**config.mk**
```make
export PLATFORM = sky130hd
export DESIGN_NAME = lafe_pick
export DESIGN_NICKNAME = d
export VERILOG_FILES = /design/src/rtl/core/lafe_pkg.sv /design/src/rtl/core/lafe_pick.sv
export SDC_FILE = /design/constraint.sdc
export NUM_CORES = 1
export LEC_CHECK = 0
export BUFFER_PORTS_ARGS = -buffer_cell sky130_fd_sc_hd__buf_2
export CORE_ASPECT_RATIO = 1.1
export CORE_UTILIZATION = 35
export DETAILED_ROUTE_END_ITERATION = 8
export REMOVE_ABC_BUFFERS = 1
export SLEW_MARGIN = 20
export SYNTH_ARGS = -nofsm -noshare
export SYNTH_HDL_FRONTEND = slang
export SYNTH_SLANG_ARGS = --single-unit
export TNS_END_PERCENT = 5
```
**constraint.sdc**
```tcl
create_clock -name clk -period 3.43 [get_ports clk]
set_input_delay 0.8575 -clock clk [delete_from_list [all_inputs] [get_ports clk]]
set_output_delay 0.8575 -clock clk [all_outputs]
set_load 0.1 [all_outputs]
```
**src/rtl/core/lafe_pkg.sv**
```systemverilog
package lafe_pkg;

    // Element and result field widths, and the default list depth
    localparam int DATA_W    = 32;
    localparam int OP_W      = 2;
    localparam int POS_W     = 6;
    localparam int SIZE_W    = 7;
    localparam int DEPTH_DEF = 64;

    // Request operation codes
    typedef enum logic [OP_W-1:0] {
        OP_CLEAR  = 2'd0,
        OP_APPEND = 2'd1,
        OP_FIND   = 2'd2,
        OP_ERASE  = 2'd3
    } op_t;

    // Per-cycle control broadcast to every cell
    typedef struct packed {
        logic append;   // write key into the cell at the tail
        logic erase;    // shift selected cells down by one
        logic compare;  // capture the match flag
    } cell_ctrl_t;

endpackage

```
**src/rtl/core/lafe_pick.sv**
```systemverilog
module lafe_pick
    import lafe_pkg::*;
#(
    parameter int DEPTH = DEPTH_DEF,
    parameter int IDX_W = $clog2(DEPTH)
)
(
    input  logic              clk,
    input  logic              load,
    input  logic [DEPTH-1:0]  match_vec,
    output logic              any,
    output logic [IDX_W-1:0]  pos,
    output logic [DEPTH-1:0]  ge_mask
);

    logic [DEPTH-1:0] first_reg;
    logic [DEPTH-1:0] first_next;
    logic             any_reg;

    // Isolate the lowest set match bit
    assign first_next = match_vec & (~match_vec + DEPTH'(1));

    // Hold the one-hot first match for the apply step
    always_ff @(posedge clk)
    begin
        if (load)
        begin
            first_reg <= first_next;
            any_reg   <= |match_vec;
        end
    end

    // Encode the one-hot pick into an index
    always_comb
    begin
        pos = '0;
        for (int i = 0; i < DEPTH; i++)
        begin
            if (first_reg[i])
            begin
                pos = pos | IDX_W'(i);
            end
        end
    end

    // Mark every cell at or above the pick
    assign ge_mask = ~(first_reg - DEPTH'(1));
    assign any     = any_reg;

endmodule
```
==> reports/metrics.yaml <==
critPathRequiredTime_ns: 2.57
synth_seq_cells: 65
cts_made_buffers: 9
grt_first_pass_wirelength_um: 23000
syn_inst: 427
cap_violations: 0
drive_above_1_share_pct: 42.7
p_int_uw: 1700
hold_buffers: 0
cts_root_buffer: "clkbuf_16"
p_total_uw: 2580
cp_max_fo: 8
cts_buffer_depth: 2
synth_area_per_cell_um2: 10.0
synth_area_um2: 4290
yosys_warnings: 0
power.leakage_uw: 0.00259
hp-class: "primary input to flop"
yosys.area.top_type: "edfxtp_1"
async_flop_share_pct: 0
maxSlewHeadroom_pct: 44.3
powerDensity_nw_per_um2: 371
vias: 4336
htree_levels: 3
arrival_ns: 2.77
stdcell_count: 782
ys_seq_area_share_pct: 45.5
startpoint_type: "flop"
drv_slew: 0
path_clk_slew_ns: 0.06
area_growth_pct: 62.1
finalHoldViolCount: 0
place_area_um2: 6250
firstDrtPassIters: 4
largest_reg_flops: 64
seqPwrFrac_pct: 37.7
violations: "setup timing"
hold_path_depth: 1
die_w_um: 108
switching_share_pct: 34.0
port-buffer-count: 136
hold_start: "match_vec[0]"
status: "complete, but fails checks"
grt_max_degree: 36
regArea_um2: 1950
rsz0062_at_grt: "yes"
gr-total-overflow: 0
multi_input_area_um2: 2620
initial_utilization_pct: 35.8
worst_pin_slew_ns: 0.835
n_antenna_cell: 0
grt_pass1_vias: 4539
fill_cells: 1003
final_cell_area_um2: 6950
grtUsageTotal_pct: 24.0
drtIter0Drc: 245
dp_hpwl_um: 11500
wl_um: 14600
cts.sinks: 65
yosys-top-cells-area: "edfxtp_1, xnor2_1, nor4_1"
fin_nets: 690
drc_errors: 0
setup_ws_ns: -0.201
switchingPower_uw: 877
dpl.cell_count: 761
post_drt_wl_per_cell_um: 18.6
power.share.clock_pct: 34.4
critPathCaptureType: "output pin"
drtAntennaViolNets: 0
synth_top_cell_area_share_pct: 45.5
die_y_um: 118
antenna_found_initial: 0
comb_power_share_pct: 27.9
max_freq_mhz: 275
synth_edf_count: 65
setup-violations-final: 27
dieArea_um2: 12700
core_um2: 12000
min_period_ns: 3.63
ir_worst_vdd_v: 0.000210
synthDistinctLibCells: 40
gp_congestion: 0.967
hold_end: "first_reg[0]$_DFFE_PP_"
ys.flop_type: "edfxtp_1"
fin_crit_sh_pct: 106
ios: 137
cts_tree: "done"
path_class: "flop to output pin"
fp-row-count: 42
via_per_inst: 5.54
repair_timing:
action	in CTS	in global routing
resized for setup	33	27
setup endpoints to repair	40	48
setup buffers	4	1
pin swaps	8	9
power groups by stage:
stage                     clock network (µW)  logic (µW)  registers [µW]
after floorplan                            0         396             985
after global placement                     0         691             977
after detailed placement                   0         696             978
after CTS                                894         711             967
after global routing                     925         743             978
final                                    886         718             972
worst max-delay path by stage:
stage / start / to / slack, ns / depth (start not counted)
3_3_place_gp: first_reg[26]$_DFFE_PP_ / ge_mask[62] / 0.08 / 7
5_1_grt: first_reg[10]$_DFFE_PP_ / ge_mask[60] / -0.30 / 8
2_1_floorplan: first_reg[26]$_DFFE_PP_ / ge_mask[58] / -1.07 / 5
4_1_cts: first_reg[11]$_DFFE_PP_ / ge_mask[18] / -0.17 / 6
3_5_place_dp: first_reg[11]$_DFFE_PP_ / ge_mask[46] / -0.02 / 6
6_report: first_reg[10]$_DFFE_PP_ / ge_mask[60] / -0.20 / 8
placed cells by master (no fill, tap or decap), types with 13 or more instances in the layout:
cell | Yosys | layout
buf_2 | 3 | 85
edfxtp_1 | 65 | 65
nor2_1 | 58 | 57
buf_4 | 1 | 55
buf_12 | 0 | 49
nor4_1 | 39 | 26
xnor2_1 | 30 | 26
nor3_1 | 24 | 22
and3_1 | 21 | 21
nand2_1 | 20 | 20
xor2_2 | 0 | 19
nand3_1 | 19 | 18
nor4_2 | 2 | 13
and2_1 | 13 | 13
worst max-delay path, cell delays in order, from the launching register on:
cell	delay, ns
edfxtp_1	0.45
nor4_4	0.36
nand4_1	0.24
buf_4	0.23
nor4_4	0.36
buf_6	0.19
nand4_1	0.14
xor2_2	0.26
buf_12	0.20
metal layers:
metal,vias up,wire length (µm),track usage [%]
li1,2016,-,-
met4,0,714,15.1
met1,2100,5840,28.3
met2,173,7160,40.1
met3,47,861,4.10
met5,-,0,0
final cells by class:
cell class                      count  area share, %
Tap cell                          154           2.77
Clock buffer                        9           3.24
Multi-Input combinational cell    348           37.7
Clock inverter                      7          0.882
Timing Repair Buffer              193           27.0
Inverter                            6          0.324
Sequential cell                    65           28.1
Yosys cell counts, types with 2 or more instances:
master and count:
or3_1 13, nor2_1 58, or2_2 3, inv_1 6
nor4_4 2, and4_1 4, nor3_1 24, or4_1 9
xor2_1 27, buf_2 3, and4b_1 9, nand3b_1 2
clkbuf_1 3, nor4b_1 10, a21oi_1 3, nand2_1 20
nor2b_1 3, and2_1 13, and3_1 21, nand3_1 19
nor3b_1 5, edfxtp_1 65, nand4_1 12, nor4_1 39
nand4b_1 5, xnor2_1 30, nor4_2 2, and3b_1 5
through the flow:
step	util [%]	TNS, ns	worst slack, ns	hold slack [ns]
6_report	58.0	-3.01	-0.201	0.760
3_3_place_gp	52.2	0	0.0783	1.09
3_5_place_dp	52.2	-0.0360	-0.0161	1.10
4_1_cts	56.7	-2.41	-0.175	0.752
5_1_grt	58.0	-6.83	-0.296	0.765
2_1_floorplan	-	-41.87	-1.07	0.956
logic make-up after synthesis:
kind of cell / count (synthesis) / synth area share, %
AO/OA/AOI/OAI: 6 / 0.846
XOR/XNOR: 57 / 11.6
adder cells (fa/ha/maj): 1 / 0.292
buffers and inverters: 14 / 1.58
flip-flops: 65 / 45.5
AND/OR/NAND/NOR: 284 / 40.1
Note: power is estimated with default switching activity, not from simulation.
