[src/rtl/core/lafe_pkg.sv]
package lafe_pkg;

    // Element and result field widths, and the default list depth
    localparam int DATA_W    = 32;
    localparam int OP_W      = 2;
    localparam int POS_W     = 6;
    localparam int SIZE_W    = 7;
    localparam int DEPTH_DEF = 64;

    // Request operation codes
    typedef enum logic [OP_W-1:0] {
        OP_CLEAR  = 2'd0,
        OP_APPEND = 2'd1,
        OP_FIND   = 2'd2,
        OP_ERASE  = 2'd3
    } op_t;

    // Per-cycle control broadcast to every cell
    typedef struct packed {
        logic append;   // write key into the cell at the tail
        logic erase;    // shift selected cells down by one
        logic compare;  // capture the match flag
    } cell_ctrl_t;

endpackage

[src/rtl/core/lafe_cell.sv]
module lafe_cell
    import lafe_pkg::*;
#(
    parameter int IDX   = 0,
    parameter int CNT_W = 7
)
(
    input  logic              clk,
    input  cell_ctrl_t        ctrl,
    input  logic [CNT_W-1:0]  count,
    input  logic [DATA_W-1:0] key,
    input  logic              shift_sel,
    input  logic [DATA_W-1:0] nbr_data,
    output logic [DATA_W-1:0] data,
    output logic              match
);

    localparam logic [CNT_W-1:0] IDX_C = CNT_W'(IDX);

    logic [DATA_W-1:0] data_reg;
    logic              match_reg;

    // Load on append at the tail, take the upper neighbor on erase, flag a match
    always_ff @(posedge clk)
    begin
        if (ctrl.append && (count == IDX_C))
        begin
            data_reg <= key;
        end
        else if (ctrl.erase && shift_sel)
        begin
            data_reg <= nbr_data;
        end
        if (ctrl.compare)
        begin
            match_reg <= (IDX_C < count) && (data_reg == key);
        end
    end

    assign data  = data_reg;
    assign match = match_reg;

endmodule

[config.mk]
export PLATFORM = sky130hd
export DESIGN_NAME = lafe_cell
export DESIGN_NICKNAME = d
export VERILOG_FILES = /design/src/rtl/core/lafe_pkg.sv /design/src/rtl/core/lafe_cell.sv
export SDC_FILE = /design/constraint.sdc
export NUM_CORES = 1
export LEC_CHECK = 0
export BUFFER_PORTS_ARGS = -buffer_cell sky130_fd_sc_hd__buf_2
export CORE_UTILIZATION = 25
export CTS_CLUSTER_SIZE = 20
export DETAILED_ROUTE_END_ITERATION = 10
export MAX_ROUTING_LAYER = met4
export PLACE_DENSITY = 0.48
export SLEW_MARGIN = 25
export SYNTH_ARGS = -nofsm -noshare
export SYNTH_HDL_FRONTEND = slang
export SYNTH_SLANG_ARGS = --single-unit
[constraint.sdc]
create_clock -name clk -period 2.9 [get_ports clk]
set_input_delay 0.725 -clock clk [delete_from_list [all_inputs] [get_ports clk]]
set_output_delay 0.725 -clock clk [all_outputs]
set_load 0.005 [all_outputs]
==> out/metrics.csv, run 1 <==
stage;metric;value;unit
critical_path;R2R depth;4;
critical_path;CP max-delay cell;or4_4;
synth;synth unique cells;13;
synth;EDFF count, synth;33;
synth;Warnings, synthesis;0;
detailed_routing;post-DR vias/cell;4.10;
detailed_routing;Detail Route Antenna Nets;0;
critical_path;Worst setup SP type;primary input;
timing;setup TNS;0;ns
worst_hold_path;Hold Crit Endpoint;match;
synth;register bit total from synthesis;33;
critical_path;Worst EP required;2.93;ns
worst_hold_path;worst min-delay path class;primary input to register;
die;core area;7290;µm²
die;Die Ht;88.9;µm
clock_network;setup bufs post-CTS;0;
synth;Netlist Area Pre-Place;1890;µm²
worst_hold_path;hold path cells;1;
critical_path;CP top delay family;simple AND/OR/NAND/NOR gates;
detailed_routing;DR vias;1360;
die;die width;88.9;µm
timing;max-slew violations;0;
final_layout;# diodes;0;
timing;Slew headroom;76.7;%
clock_network;Clock Path Buffers;2;
detailed_routing;drt wl/cell;13.8;µm
clock_network;Resized cells post-CTS;0;
place;DP HPWL;3650;µm
clock_network;clock latency at the later pin of the worst-skew pair;0.28;ns
die;Site Rows;31;
place;I/O Buffers;108;
place;Placed Instances;324;
final_layout;share of layout cells above drive strength 1;65.7;%
final_layout;Total Nets Final;308;
critical_path;crit-path max FO;16;
critical_path;worst path buffer plus inverter count;2;
timing;post-route minimum period;2.20;ns
clock_network;CTS H-tree lvls;2;
global_routing;largest net degree at the start of global routing;25;
die;I/O pin cnt;109;
final_layout;Post-Layout Cell Count;332;
final_layout;max FFs per register;32;
detailed_routing;drt pass-1 iters;4;
synth;post-synthesis sequential area ratio;52.5;%
final_layout;Syn-to-layout area delta;41.9;%
global_routing;All-Layer GR Usage;12.1;%
detailed_routing;drt total wl;4590;µm
clock_network;CTS tree;yes;
clock_network;hold_buf cts;0;
synth;asr flop ratio synth;0;%
timing;period utilization;75.9;%
detailed_routing;drt drc;0;
synth;post-synth top area cell;edfxtp_1;
synth;Synth top cells by count;edfxtp_1 (33), mux2_4 (29), xor2_1 (28);
global_routing;first-pass GRT wire length;6690;µm
synth;count leader, synth;edfxtp_1;
timing;clock skew;0.00419;ns
timing;fmax;454;MHz
clock_network;CTS Buf Count;5;
detailed_routing;Starting DRT DRC Count;48;
timing;RSZ-0062 raised after global routing;no;
synth;Avg Synthesized Cell Area;16.3;µm²
die;Die ar.;7900;µm²
critical_path;cells along the critical path;buf_2, or4_4, nor4_4, nand2_2, buf_4, mux2_4;
pwr;Worst VDD drop;271;µV
critical_path;RR Startpoint;data[23];
critical_path;internal reg-to-reg setup slack;1.38;ns
pwr;Lkg Pwr;1.26;nW
synth;Syn Nets;192;
die;Initial Util;25.9;%
global_routing;grt total ovfl;0;
synth;Syn Inst Count;116;
timing;Final Hold Viols;0;
synth;ys flop type;edfxtp_1;
pwr;pwr dens;444;nW/µm²
clock_network;CTS clk-pin slew, worst paths;0.07;ns
global_routing;initial antenna violation count;0;
global_routing;via count of the first global-routing pass;1321;
critical_path;CP Class;primary input to register;
clock_network;Clock Root Buffer;clkbuf_8;
timing;final setup fails;0;
flow_run;max capacitance violation total;0;
synth;synth top area cells;edfxtp_1 (52%), mux2_4 (23%), xor2_1 (13%);
worst_hold_path;Hold Startpoint;ctrl[0];
place;GP Congestion;0.681;
critical_path;WP data arrival;2.23;ns
timing;Worst-Margin Slew;0.346;ns
clock_network;clock sink total;33;
critical_path;CP endpoint kind;register;
critical_path;max incr delay on CP;0.53;ns
critical_path;Reg2Reg Capture Point;match;
synth;post-synth top area share;52.5;%
status;outcome;complete, no violations;
how the worst max path moves through the flow:
| stage | endpoint | depth (start not counted) | start | slack, ns |
|---|---|---|---|---|
| 5_1_grt | data[10] | 7 | count[3] | 0.62 |
| 3_3_place_gp | data[11] | 6 | count[3] | 0.41 |
| 2_1_floorplan | data[0] | 5 | count[3] | 0.06 |
| 3_5_place_dp | data[27] | 6 | count[3] | 0.39 |
| 6_report | data[11] | 6 | count[3] | 0.70 |
| 4_1_cts | data[10] | 7 | count[3] | 0.70 |
kinds of logic (layout without fill, tap and decap cells):
| group | count (synthesis) | count (layout) | share of synthesized area, % |
|---|---|---|---|
| xor gates and xnor gates | 32 | 32 | 14.8 |
| DFF | 33 | 33 | 52.5 |
| buffers and inverters | 3 | 120 | 1.79 |
| and+or+nand+nor | 16 | 16 | 6.03 |
| muxes | 32 | 32 | 24.9 |
worst register-to-register path, stage by stage, from the launching register on:
cell,delay [ns]
edfxtp_1,0.42
xor2_1,0.17
nor4_1,0.36
nand4_1,0.17
nor4_1,0.21
final cells by class:
cell class                      instances  area [µm²]
Clock buffer                            6        72.6
Clock inverter                          2        33.8
Fill cell                             763        4610
Multi-Input combinational cell         80         863
Sequential cell                        33         991
Tap cell                               99         124
Timing Repair Buffer                  112         596
cell usage in the layout (no fill, tap or decap), drive strengths merged, types with 2 or more instances in the layout:
cell    synthesis  layout
mux2           32      32
nor4            9       9
clkbuf          0       6
edfxtp         33      33
xnor2           4       4
xor2           28      28
nand2           3       3
buf             3     112
nand4           2       2
layer usage:
metal	GRT usage, %	vias up	routed length, µm
met5	-	-	0
met4	4.84	0	70
met3	2.40	6	313
met2	18.3	60	2190
met1	15.8	628	2020
li1	-	666	-
report_power, final:
group	switching [W]	internal, W	total, W
sequential	0.0000214	0.000563	0.000585
clock	0.000162	0.000254	0.000416
combinational	0.0000762	0.000114	0.000190
through the flow:
stage / area, µm² / utilization [%] / total power (W) / worst slack [ns] / hold slack, ns
floorplan: 1890 / - / 0.000675 / 0.0565 / 0.690
global placement: 2570 / 35.3 / 0.000788 / 0.405 / 0.757
detailed placement: 2570 / 35.3 / 0.000789 / 0.390 / 0.760
CTS: 2680 / 36.8 / 0.00121 / 0.698 / 0.632
global route: 2680 / 36.8 / 0.00125 / 0.619 / 0.631
finish: 2680 / 36.8 / 0.00119 / 0.698 / 0.645
Note: power is estimated with default switching activity, not from simulation.
==> run 2, diff against run 1 <==
- clock period: 2.9 -> 1.9 ns (I/O delays scaled with it)
==> run 2 against run 1 <==
- clock-buffer cell count down 1
- clock power up 20%
- global-route usage shrank 0.36 points
- combinational power increased by 53%
- worst hold slack worse by 0.25 ns
- flip-flop and latch count stayed put
- highest routed layer unchanged
- critical endpoint is now data[18]
- final area grew 0.37%
- critical path depth did not move
==> out/metrics.csv, run 2 (same netlist as run 1, synthesis figures left out) <==
stage;metric;value;unit
global_routing;largest net degree at the start of global routing;21;
timing;post-route minimum period;1.89;ns
detailed_routing;drt drc;0;
die;core area;7290;µm²
die;Die ar.;7900;µm²
die;Die Ht;88.9;µm
final_layout;commonest cells after routing, fill and taps aside;buf_2 (107), edfxtp_1 (33), mux2_4 (29);
timing;setup TNS;0;ns
critical_path;internal reg-to-reg setup slack;0.33;ns
timing;fmax;529;MHz
worst_hold_path;worst min-delay path class;primary input to register;
place;GP Congestion;0.703;
global_routing;All-Layer GR Usage;11.7;%
timing;clock skew;0.00615;ns
clock_network;clock sink total;33;
clock_network;CTS clk-pin slew, worst paths;0.07;ns
final_layout;share of layout cells above drive strength 1;66.1;%
clock_network;clock latency at the later pin of the worst-skew pair;0.28;ns
clock_network;CTS Buf Count;5;
die;die width;88.9;µm
global_routing;grt total ovfl;0;
final_layout;Total Nets Final;308;
detailed_routing;DR vias;1351;
place;DP HPWL;3280;µm
detailed_routing;drt total wl;4420;µm
detailed_routing;post-DR vias/cell;4.07;
final_layout;Filler cells;732;
critical_path;WP data arrival;1.92;ns
status;outcome;complete, no violations;
pwr;Lkg Pwr;1.26;nW
clock_network;CTS tree;yes;
die;Initial Util;25.9;%
critical_path;CP Class;primary input to register;
clock_network;Clock Root Buffer;clkbuf_8;
clock_network;CTS H-tree lvls;2;
critical_path;Worst EP required;1.93;ns
final_layout;max FFs per register;32;
timing;period utilization;99.4;%
pwr;Overall Power;0.00168;W
detailed_routing;Starting DRT DRC Count;32;
detailed_routing;Detail Route Antenna Nets;0;
clock_network;Clock Path Buffers;2;
pwr;Worst VDD drop;219;µV
critical_path;Worst setup SP type;primary input;
final_layout;Syn-to-layout area delta;42.5;%
detailed_routing;drt wl/cell;13.3;µm
global_routing;initial antenna violation count;0;
critical_path;CP endpoint kind;register;
critical_path;crit-path max FO;20;
clock_network;hold_buf cts;0;
die;Site Rows;31;
timing;Final Hold Viols;0;
timing;final setup fails;0;
place;I/O Buffers;108;
timing;Worst-Margin Slew;0.435;ns
flow_run;max capacitance violation total;0;
detailed_routing;drt pass-1 iters;3;
die;I/O pin cnt;109;
timing;max-slew violations;0;
pwr;pwr dens;625;nW/µm²
timing;RSZ-0062 raised after global routing;yes;
final_layout;most common cell after layout, fill and taps aside;buf_2;
global_routing;via count of the first global-routing pass;1291;
timing;Slew headroom;70.9;%
final_layout;# diodes;0;
global_routing;first-pass GRT wire length;6420;µm
## run 2: changes by cell type in the layout (fill, tap and decap cells not counted)
| cell | change |
|---|---|
| buf_6 | +1 |
| buf_2 | -1 |
| clkinv_1 | +1 |
| nand2_8 | +2 |
| clkbuf_1 | -1 |
| bufinv_16 | -1 |
| nand2_1 | -1 |
| buf_4 | -1 |
| clkinv_2 | +1 |
## run 2: critical path, cell delays in order
cell and delay, ns:
buf_6 0.09, or4_4 0.53, nor4_4 0.19, nand2_2 0.14
buf_12 0.19, mux2_4 0.30
## run 2: worst paths after layout
kind	startpoint	endpoint	cells after the start
max reg2reg	data[25]	match	4
min	ctrl[0]	match	1
min reg2reg	data[20]	match	3
max	count[3]	data[18]	6
## run 2: final cells by class
| cell class | count | area [µm²] | area share [%] |
|---|---|---|---|
| clock buffer | 5 | 68.8 | 2.56 |
| clock inverter | 3 | 12.5 | 0.465 |
| multi-input combinational | 81 | 900 | 33.4 |
| sequential | 33 | 991 | 36.8 |
| tap | 99 | 124 | 4.60 |
| timing repair buffer | 111 | 594 | 22.1 |
## run 2: report_power, final
part | switching [W] | leakage [nW] | internal [W]
clock network | 0.000254 | 0.0430 | 0.000246
logic | 0.000118 | 0.904 | 0.000173
registers | 0.0000304 | 0.311 | 0.000860
## run 2: metal layers
metal,vias up,part of all wire [%],GRT usage [%]
met4,0,1.9,4.84
li1,669,-,-
met2,61,46,18.5
met3,5,7.5,3.32
met5,-,0,-
met1,616,44,14.0
## run 2: through the flow
step / hold WS, ns / util [%] / cell area, µm² / instances / worst slack (ns)
3_5_place_dp: 0.680 / 35.4 / 2580 / 323 / -0.315
6_report: 0.392 / 36.9 / 2690 / 332 / 0.0114
2_1_floorplan: 0.587 / - / 1900 / 116 / -0.149
5_1_grt: 0.381 / 36.9 / 2690 / 332 / -0.0447
4_1_cts: 0.382 / 36.8 / 2680 / 332 / -0.00202
3_3_place_gp: 0.675 / 35.4 / 2580 / 323 / -0.311
## run 2: what timing repair did
item | CTS | global route
setup endpoints to repair | 41 | 47
gates cloned | 1 | 0
setup buffers | 0 | 0
pin swaps | 1 | 0
gates resized for setup | 1 | 1
